--- src/sv/periodic_timer_set_top_assert.svh ---
// Assertion macros shared by the timer set RTL.
`ifndef PERIODIC_TIMER_SET_TOP_ASSERT_SVH
`define PERIODIC_TIMER_SET_TOP_ASSERT_SVH

// The consequent must hold in the same cycle as the antecedent.
`define PTS_ASSERT_IMPL(lbl, clk, rst, ante, cons) \
   lbl: assert property (@(posedge clk) disable iff (rst) (ante) |-> (cons)) \
      else $error("periodic timer set: same-cycle check failed");

// The consequent must hold in the cycle after the antecedent.
`define PTS_ASSERT_NEXT(lbl, clk, rst, ante, cons) \
   lbl: assert property (@(posedge clk) disable iff (rst) (ante) |=> (cons)) \
      else $error("periodic timer set: next-cycle check failed");

`endif

--- src/sv/ptmr_pkg.sv ---
`timescale 1ns / 1ps
package ptmr_pkg;

   // Operation codes carried on the request channel.
   localparam logic [2:0] FUNC_TICK  = 3'd0;
   localparam logic [2:0] FUNC_INIT  = 3'd1;
   localparam logic [2:0] FUNC_START = 3'd2;
   localparam logic [2:0] FUNC_STOP  = 3'd3;
   localparam logic [2:0] FUNC_SETC  = 3'd4;
   localparam logic [2:0] FUNC_READ  = 3'd5;

   // Result kinds.
   localparam logic [1:0] KIND_ACK     = 2'd0;
   localparam logic [1:0] KIND_COUNT   = 2'd1;
   localparam logic [1:0] KIND_EXPIRED = 2'd2;

   localparam logic [30:0] MAX_PERIOD_RESET = 31'h7FFF_FFFF;

   // One timer entry as kept in the entry memory.
   typedef struct packed {
      logic        running;
      logic [30:0] period;
      logic [31:0] expire;
      logic [31:0] count;
   } entry_type;

   localparam int ENTRY_W = $bits(entry_type);

   // What the update unit decides for one entry.
   typedef struct packed {
      logic        wr;
      logic        due;
      logic        status;
      logic [31:0] count;
      entry_type   entry;
   } upd_type;

endpackage

--- src/sv/ptmr_ram.sv ---
`timescale 1ns / 1ps
module ptmr_ram #(
   parameter int WIDTH = 8,
   parameter int DEPTH = 8
) (
   input  logic                                     clock,
   input  logic                                     wr_en,
   input  logic [(DEPTH > 1 ? $clog2(DEPTH) : 1)-1:0] wr_addr,
   input  logic [WIDTH-1:0]                         wr_data,
   input  logic [(DEPTH > 1 ? $clog2(DEPTH) : 1)-1:0] rd_addr,
   output logic [WIDTH-1:0]                         rd_data
);

   logic [WIDTH-1:0] mem_ff [DEPTH];

   always_ff @(posedge clock) begin
      if (wr_en) begin
         mem_ff[wr_addr] <= wr_data;
      end
      rd_data <= mem_ff[rd_addr];
   end

endmodule

--- src/sv/ptmr_upd.sv ---
`timescale 1ns / 1ps
module ptmr_upd (
   input  logic [2:0]         func,
   input  logic               sel_ok,
   input  ptmr_pkg::entry_type entry,
   input  logic [31:0]        now,
   input  logic [31:0]        value,
   input  logic [30:0]        max_period,
   output ptmr_pkg::upd_type  upd
);
   import ptmr_pkg::*;

   logic [31:0] diff;
   logic [31:0] sum;
   logic        due;
   logic        bad_period;

   // One adder serves both the reload on expiry and the first expiry on start.
   assign sum        = ((func == FUNC_TICK) ? entry.expire : now) + {1'b0, entry.period};
   assign diff       = entry.expire - now;
   assign due        = entry.running && ((diff == 32'd0) || diff[31]);
   assign bad_period = (value == 32'd0) || (value > {1'b0, max_period});

   always_comb begin
      upd        = '0;
      upd.entry  = entry;
      case (func)
         FUNC_TICK: begin
            if (due) begin
               upd.due          = 1'b1;
               upd.wr           = 1'b1;
               upd.entry.expire = sum;
               upd.entry.count  = entry.count + 32'd1;
               upd.count        = entry.count + 32'd1;
            end
         end
         FUNC_INIT: begin
            if (sel_ok) begin
               if (bad_period) begin
                  upd.status = 1'b1;
               end else begin
                  upd.wr            = 1'b1;
                  upd.entry.period  = value[30:0];
                  upd.entry.expire  = '0;
                  upd.entry.count   = '0;
                  upd.entry.running = 1'b0;
               end
            end
         end
         FUNC_START: begin
            if (sel_ok) begin
               if (entry.period == '0) begin
                  upd.status = 1'b1;
               end else if (!entry.running) begin
                  upd.wr            = 1'b1;
                  upd.entry.running = 1'b1;
                  upd.entry.expire  = sum;
               end
            end
         end
         FUNC_STOP: begin
            if (sel_ok) begin
               upd.wr            = 1'b1;
               upd.entry.running = 1'b0;
            end
         end
         FUNC_SETC: begin
            if (sel_ok) begin
               upd.wr          = 1'b1;
               upd.entry.count = value;
            end
         end
         FUNC_READ: begin
            upd.count = sel_ok ? entry.count : 32'd0;
         end
         default: begin
            upd.wr = 1'b0;
         end
      endcase
   end

endmodule

--- src/sv/periodic_timer_set_top.sv ---
`timescale 1ns / 1ps
// Periodic timer set: NUM_TIMERS periodic timers that share one 32-bit tick count.
// Requests arrive on the req_ stream; the operation travels in req_tuser and the
// timer index and value in req_tdata. Results leave on the rsp_ stream with the
// result kind in rsp_tuser and rsp_tlast marking the final result of a request.
// The csr_ port writes the largest period that init accepts.
// An init, start, stop, set count or read count transaction first reads the timer
// entry from the entry memory, then updates it and loads the result register. In a
// tick the update unit visits one entry per cycle unless the scan stalls, and a
// final flush state releases the last expiry with rsp_tlast set.
// A tick whose timers are not due gives no result at all. The block takes one
// transaction at a time, and req_tready is high only while it waits for a request.
// When the receiver stalls, the result register holds its transaction and the
// tick scan stops on a due timer while an expiry is pending, until the register
// frees up; no result is lost or repeated. Reset is synchronous and clears the
// tick count, the period limit (to its largest value) and every entry's valid bit,
// so all timers read as stopped, uninitialized and with a zero count right after reset.
`include "periodic_timer_set_top_assert.svh"
module periodic_timer_set_top #(
   parameter int NUM_TIMERS = 8
) (
   input  logic        clock,
   input  logic        reset,
   // Request stream.
   input  logic        req_tvalid,
   output logic        req_tready,
   input  logic [39:0] req_tdata,   // [2:0] timer_sel, [34:3] value, rest zero
   input  logic [2:0]  req_tuser,   // [2:0] func
   // Result stream.
   output logic        rsp_tvalid,
   input  logic        rsp_tready,
   output logic [39:0] rsp_tdata,   // [2:0] timer_out, [34:3] count_out, [35] status
   output logic [1:0]  rsp_tuser,   // [1:0] kind
   output logic        rsp_tlast,   // last
   // Configuration.
   input  logic        csr_wr_en,
   input  logic [30:0] csr_wr_data  // max_period
);
   import ptmr_pkg::*;

   localparam int IDX_W = (NUM_TIMERS > 1) ? $clog2(NUM_TIMERS) : 1;
   localparam int SLOTS = 1 << IDX_W;
   localparam logic [IDX_W-1:0] LAST_IDX = IDX_W'(NUM_TIMERS - 1);

   // Sequencer states.
   localparam logic [1:0] S_IDLE  = 2'd0;
   localparam logic [1:0] S_OP    = 2'd1;
   localparam logic [1:0] S_SCAN  = 2'd2;
   localparam logic [1:0] S_FLUSH = 2'd3;

   logic [1:0]       state_ff, state_in;
   logic [IDX_W-1:0] cur_idx_ff, cur_idx_in;
   logic [31:0]      now_ff, now_in;
   logic [30:0]      max_period_ff;
   logic [SLOTS-1:0] vld_ff, vld_in;

   // The request being worked on.
   logic [2:0]  func_ff, func_in;
   logic [2:0]  sel_ff, sel_in;
   logic [31:0] value_ff, value_in;
   logic        sel_ok_ff, sel_ok_in;

   // An expiry found by the scan but not yet known to be the last one.
   logic             pend_vld_ff, pend_vld_in;
   logic [IDX_W-1:0] pend_idx_ff, pend_idx_in;
   logic [31:0]      pend_count_ff, pend_count_in;

   // Result register.
   logic        rsp_valid_ff, rsp_valid_in;
   logic [1:0]  out_kind_ff, out_kind_in;
   logic [2:0]  out_timer_ff, out_timer_in;
   logic [31:0] out_count_ff, out_count_in;
   logic        out_status_ff, out_status_in;
   logic        out_last_ff, out_last_in;
   logic        out_load;
   logic        out_free;

   logic [IDX_W-1:0]   rd_addr;
   logic               ram_we;
   logic [ENTRY_W-1:0] ram_q;
   entry_type          entry_rd;
   upd_type            upd;
   logic [IDX_W-1:0]   req_idx;
   logic               req_sel_ok;

   ptmr_ram #(
      .WIDTH (ENTRY_W),
      .DEPTH (NUM_TIMERS)
   ) u_entries (
      .clock   (clock),
      .wr_en   (ram_we),
      .wr_addr (cur_idx_ff),
      .wr_data (upd.entry),
      .rd_addr (rd_addr),
      .rd_data (ram_q)
   );

   // An entry never written reads as the reset entry.
   assign entry_rd = vld_ff[cur_idx_ff] ? entry_type'(ram_q) : '0;

   ptmr_upd u_upd (
      .func       (func_ff),
      .sel_ok     (sel_ok_ff),
      .entry      (entry_rd),
      .now        (now_ff),
      .value      (value_ff),
      .max_period (max_period_ff),
      .upd        (upd)
   );

   assign req_idx    = IDX_W'(req_tdata[2:0]);
   assign req_sel_ok = (32'(req_tdata[2:0]) < 32'(NUM_TIMERS));
   assign req_tready = (state_ff == S_IDLE);
   assign out_free   = !rsp_valid_ff || rsp_tready;

   always_comb begin
      state_in      = state_ff;
      cur_idx_in    = cur_idx_ff;
      now_in        = now_ff;
      vld_in        = vld_ff;
      func_in       = func_ff;
      sel_in        = sel_ff;
      value_in      = value_ff;
      sel_ok_in     = sel_ok_ff;
      pend_vld_in   = pend_vld_ff;
      pend_idx_in   = pend_idx_ff;
      pend_count_in = pend_count_ff;
      out_load      = 1'b0;
      out_kind_in   = out_kind_ff;
      out_timer_in  = out_timer_ff;
      out_count_in  = out_count_ff;
      out_status_in = out_status_ff;
      out_last_in   = out_last_ff;
      rd_addr       = cur_idx_ff;
      ram_we        = 1'b0;

      case (state_ff)
         S_IDLE: begin
            // The entry read starts in the accepting cycle.
            rd_addr = (req_tuser == FUNC_TICK) ? '0 : req_idx;
            if (req_tvalid) begin
               func_in   = req_tuser;
               sel_in    = req_tdata[2:0];
               value_in  = req_tdata[34:3];
               sel_ok_in = req_sel_ok;
               if (req_tuser == FUNC_TICK) begin
                  now_in     = now_ff + 32'd1;
                  cur_idx_in = '0;
                  state_in   = S_SCAN;
               end else begin
                  cur_idx_in = req_idx;
                  state_in   = S_OP;
               end
            end
         end
         S_OP: begin
            if (out_free) begin
               ram_we        = upd.wr;
               out_load      = 1'b1;
               out_kind_in   = (func_ff == FUNC_READ) ? KIND_COUNT : KIND_ACK;
               out_timer_in  = sel_ff;
               out_count_in  = upd.count;
               out_status_in = upd.status;
               out_last_in   = 1'b1;
               state_in      = S_IDLE;
            end
         end
         S_SCAN: begin
            // A due timer with an expiry already pending waits for the result
            // register; the current entry is then read again unchanged.
            if (!(upd.due && pend_vld_ff && !out_free)) begin
               if (upd.due) begin
                  ram_we = 1'b1;
                  if (pend_vld_ff) begin
                     out_load      = 1'b1;
                     out_kind_in   = KIND_EXPIRED;
                     out_timer_in  = 3'(pend_idx_ff);
                     out_count_in  = pend_count_ff;
                     out_status_in = 1'b0;
                     out_last_in   = 1'b0;
                  end
                  pend_vld_in   = 1'b1;
                  pend_idx_in   = cur_idx_ff;
                  pend_count_in = upd.count;
               end
               if (cur_idx_ff == LAST_IDX) begin
                  state_in = S_FLUSH;
               end else begin
                  cur_idx_in = cur_idx_ff + IDX_W'(1);
                  rd_addr    = cur_idx_ff + IDX_W'(1);
               end
            end
         end
         S_FLUSH: begin
            if (!pend_vld_ff) begin
               state_in = S_IDLE;
            end else if (out_free) begin
               out_load      = 1'b1;
               out_kind_in   = KIND_EXPIRED;
               out_timer_in  = 3'(pend_idx_ff);
               out_count_in  = pend_count_ff;
               out_status_in = 1'b0;
               out_last_in   = 1'b1;
               pend_vld_in   = 1'b0;
               state_in      = S_IDLE;
            end
         end
         default: begin
            state_in = S_IDLE;
         end
      endcase

      if (ram_we) begin
         vld_in[cur_idx_ff] = 1'b1;
      end

      if (out_load) begin
         rsp_valid_in = 1'b1;
      end else if (rsp_tready) begin
         rsp_valid_in = 1'b0;
      end else begin
         rsp_valid_in = rsp_valid_ff;
      end
   end

   always_ff @(posedge clock) begin
      if (reset) begin
         state_ff      <= S_IDLE;
         cur_idx_ff    <= '0;
         now_ff        <= '0;
         max_period_ff <= MAX_PERIOD_RESET;
         vld_ff        <= '0;
         pend_vld_ff   <= 1'b0;
         rsp_valid_ff  <= 1'b0;
      end else begin
         state_ff      <= state_in;
         cur_idx_ff    <= cur_idx_in;
         now_ff        <= now_in;
         vld_ff        <= vld_in;
         pend_vld_ff   <= pend_vld_in;
         rsp_valid_ff  <= rsp_valid_in;
         if (csr_wr_en) begin
            max_period_ff <= csr_wr_data;
         end
      end
   end

   always_ff @(posedge clock) begin
      func_ff       <= func_in;
      sel_ff        <= sel_in;
      value_ff      <= value_in;
      sel_ok_ff     <= sel_ok_in;
      pend_idx_ff   <= pend_idx_in;
      pend_count_ff <= pend_count_in;
      out_kind_ff   <= out_kind_in;
      out_timer_ff  <= out_timer_in;
      out_count_ff  <= out_count_in;
      out_status_ff <= out_status_in;
      out_last_ff   <= out_last_in;
   end

   assign rsp_tvalid = rsp_valid_ff;
   assign rsp_tdata  = {4'b0000, out_status_ff, out_count_ff, out_timer_ff};
   assign rsp_tuser  = out_kind_ff;
   assign rsp_tlast  = out_last_ff;

   // An expiry is held back only while a tick is being worked on.
   `PTS_ASSERT_IMPL(a_ready_no_pend, clock, reset, req_tready, !pend_vld_ff)
   // The entry memory is written only while an entry is being updated.
   `PTS_ASSERT_IMPL(a_wr_busy, clock, reset, ram_we, (state_ff == S_OP) || (state_ff == S_SCAN))
   // A tick transaction starts the scan at the first timer.
   `PTS_ASSERT_NEXT(a_tick_scan, clock, reset, req_tvalid && req_tready && (req_tuser == FUNC_TICK), (state_ff == S_SCAN) && (cur_idx_ff == '0))
   // The scan never runs past the last timer.
   `PTS_ASSERT_IMPL(a_scan_idx, clock, reset, state_ff == S_SCAN, cur_idx_ff <= LAST_IDX)

endmodule

--- config.mk ---
export PLATFORM = sky130hd
export DESIGN_NAME = periodic_timer_set_top
export DESIGN_NICKNAME = d
export VERILOG_FILES = /design/src/sv/ptmr_pkg.sv /design/src/sv/ptmr_ram.sv /design/src/sv/ptmr_upd.sv /design/src/sv/periodic_timer_set_top.sv
export VERILOG_INCLUDE_DIRS = /design/src /design/src/sv
export SDC_FILE = /design/constraint.sdc
export NUM_CORES = 2
export LEC_CHECK = 0
export ABC_AREA = 1
export BUFFER_PORTS_ARGS = -buffer_cell sky130_fd_sc_hd__buf_2
export CORE_UTILIZATION = 30
export CTS_CLUSTER_DIAMETER = 40
export CTS_CLUSTER_SIZE = 16
export DETAILED_ROUTE_END_ITERATION = 16
export SKIP_CTS_REPAIR_TIMING = 1
export SYNTH_ARGS = -nofsm -noshare
export SYNTH_HDL_FRONTEND = slang
export SYNTH_SLANG_ARGS = --single-unit
--- constraint.sdc ---
create_clock -name clock -period 6.9 [get_ports clock]
set_input_delay 0.345 -clock clock [delete_from_list [all_inputs] [get_ports clock]]
set_output_delay 0.345 -clock clock [all_outputs]
set_load 0.02 [all_outputs]
==> impl_metrics.csv <==
group,metric,value,unit
power,power,29.9,mW
power,p_per_area,484,nW/um^2
routing,wl_per_cell,18.8,um
setup_path,critPathArrivalTime,6750,ps
setup_path,cp-start-kind,"flop",
routing,drtIter0Drc,3988,
timing,post-route-period-util,92.5,%
setup_path,path_delay_family,"simple AND/OR/NAND/NOR gates",
yosys,synth_largest_area_cell,"edfxtp_1",
routing,vias,41637,
clocking,clockRootBuffer,"clkbuf_16",
global_routing,grt_pass1_wl,242000,um
min_path,worstHoldPathType,"in -> reg",
clocking,numClockSinks,1054,
routing,first_pass_iters,6,
place,gp_congestion,0.945,
job,cap_violations,0,
yosys,async_reset_ff_share,0,%
clocking,clk_pin_slew,60,ps
setup_path,path_buf_inv,2,
timing,setup_viol,0,
timing,fmax,0.157,GHz
power,seqPwrFrac,29.4,%
routing,routed_wl,163000,um
timing,slew-limit-headroom,15.2,%
clocking,clk-insertion-delay-late,780,ps
timing,worstMarginPinSlew,1270,ps
yosys,synthFlopType,"edfxtp_1",
clocking,cts_tree,"built",
timing,slew_violations,0,
finish,nets,6400,
routing,drc,0,
yosys,syn_inst,6059,
power,leakage,27.8,nW
power,internal-power,16.6,mW
timing,fin_skew,37.4,ps
finish,drive_gt1_share,8.99,%
clocking,cts-buffers-inserted,131,
finish,syn2layout_area_growth,17.3,%
routing,via_per_inst,4.80,
power,ir_worst_vdd,0.375,mV
setup_path,path_class,"reg -> reg",
timing,setup-tns-final,0,ps
floorplanning,die_x,421,um
power,swShare,44.7,%
yosys,synth_top_area_share,50.2,%
yosys,ys_seq_elements,1054,
timing,min_period,6380,ps
yosys,yosysSeqAreaShare,56.8,%
timing,rsz0062_at_grt,"false",
yosys,synthTopCellsByArea,"edfxtp_1, nand2_1, nand3_1",
timing,hold_viol_final,0,
floorplanning,die-height,421,um
clocking,cts.path.max_buffers,3,
global_routing,grtUsageTotal,17.8,%
setup_path,worst_setup_path_end_kind,"flop",
place,io_buffer_count,114,
floorplanning,start_util,30.2,%
finish,final_common_cell,"nand2_1",
setup_path,slowest_delay,600,ps
setup_path,critical_path.max_fanout,20,
global_routing,grt_max_degree,164,
floorplanning,ioPinCount,124,
floorplanning,core_area,174000,um^2
yosys,ys_warn_count,0,
global_routing,overflow,0,
global_routing,grt_pass1_vias,38760,
setup_path,critPathRequiredTime,7270,ps
floorplanning,num_rows,153,
yosys,syn_area,52700,um^2
place,hpwl,105000,um
power,pwr-share-comb,46.7,%
setup_path,slowest_stage,"nor2_4",
run_status,status,"complete, no violations",
global_routing,antenna_found_initial,5,
floorplanning,die-area,177000,um^2
finish,final_cell_mix,"nand2_1, inv_1, nand3_1",
power,power_switching,13.4,mW
routing,detail-route-antenna-nets,0,
setup_path,crit_top_cell,"nand2_1",
clocking,cts_max_level,4,
yosys,synth-edff-count,880,
yosys,syn_avg_cell_area,8.70,um^2
power,clkPwrFrac,23.8,%
yosys,ys_types,56,
[synthesized netlist by cell type, types with 32 or more instances]
| cell type | count |
|---|---|
| a21oi_1 | 175 |
| dfxtp_1 | 174 |
| buf_2 | 92 |
| nor2_1 | 260 |
| inv_1 | 1164 |
| nand4_1 | 37 |
| o21bai_1 | 36 |
| nand2_1 | 1557 |
| nor3_1 | 45 |
| edfxtp_1 | 880 |
| buf_4 | 32 |
| nand3_1 | 884 |
| o21ai_0 | 195 |
| ha_1 | 79 |
| clkbuf_1 | 127 |
[path summary, 6_finish.rpt]
| check | startpoint | end | slack (ps) | cells after the start |
|---|---|---|---|---|
| worst max register to register | cur_idx_ff[1] | u_entries.mem_ff[3][60] | 520 | 35 |
| worst min register to register | vld_ff[2] | vld_ff[2] | 460 | 2 |
| worst max-delay path | cur_idx_ff[1] | u_entries.mem_ff[3][60] | 520 | 35 |
| worst min-delay path | req_tvalid | state_ff[0] | 110 | 4 |
[area by class of cell]
cell class              instances  area [um^2]
diodes                          7         17.5
clock buffers                 150         3460
clock inverters                93         1080
fillers                     17578       112000
inverters                    1180         4470
multi-input cells            3550        17100
flip-flops and latches       1054        29900
well taps                    2325         2910
repair buffers                324         2850
[stage by stage]
| step | instances | hold WS, ps | area, um^2 | setup slack [ps] | utilization, % |
|---|---|---|---|---|---|
| global route | 8680 | 97.8 | 61800 | 19.4 | 35.5 |
| CTS | 8607 | -301 | 61100 | 432 | 35.1 |
| finish | 8683 | 110 | 61800 | 516 | 35.5 |
| detailed placement | 8364 | 449 | 56500 | 456 | 32.5 |
| floorplan | 6062 | 435 | 52700 | 153 | - |
| global placement | 8364 | 450 | 56500 | 455 | 32.5 |
[cell families (layout without fill, tap and decap cells)]
group | count (synthesis) | in the layout | synth area share, %
multiplexers | 13 | 13 | 0.278
other | 1 | 11 | 0.00712
flip-flops | 1054 | 1054 | 56.8
XOR/XNOR | 47 | 47 | 0.781
adder cells (fa/ha/maj) | 80 | 80 | 1.91
AO/OA/AOI/OAI | 541 | 541 | 6.01
AND/OR/NAND/NOR | 2865 | 2865 | 23.3
buffers and inverters | 1458 | 1747 | 11.0
[worst register-to-register path: cells and delay by family (launching register included)]
kind            cells  cell delay (ps)
simple gates       23             2510
compound gates      7             1600
flops               1              550
buf+inv             2              520
fa+ha+maj           2              450
xor+xnor            1              350
[per-layer routing]
metal / track usage (%) / share of wire (%) / vias to the layer above
li1: - / - / 20090
met2: 28.7 / 46 / 1484
met1: 22.9 / 42 / 19692
met5: 0 / 0.0043 / -
met4: 10.7 / 6.4 / 2
met3: 2.17 / 5.6 / 369
[sequential cells by signal, indices dropped and copies added (netlist names), 2 cells and up]
name	cells
sel_ff	3
out_timer_ff	3
state_ff	2
cur_idx_ff	3
rsp_tuser	2
pend_idx_ff	3
value_ff	32
u_entries.rd_data	96
max_period_ff	31
vld_ff	8
u_entries.mem_ff	768
func_ff	3
out_count_ff	32
now_ff	32
pend_count_ff	32
[power groups by stage]
stage	clock network (mW)	registers [mW]	logic, mW
final	7.12	8.81	14.0
after global routing	7.47	8.84	15.5
after CTS	7.23	8.81	13.9
after detailed placement	0	8.94	13.8
after global placement	0	8.93	13.8
after floorplan	0	8.83	9.31
Note: power is estimated with default switching activity, not from simulation.
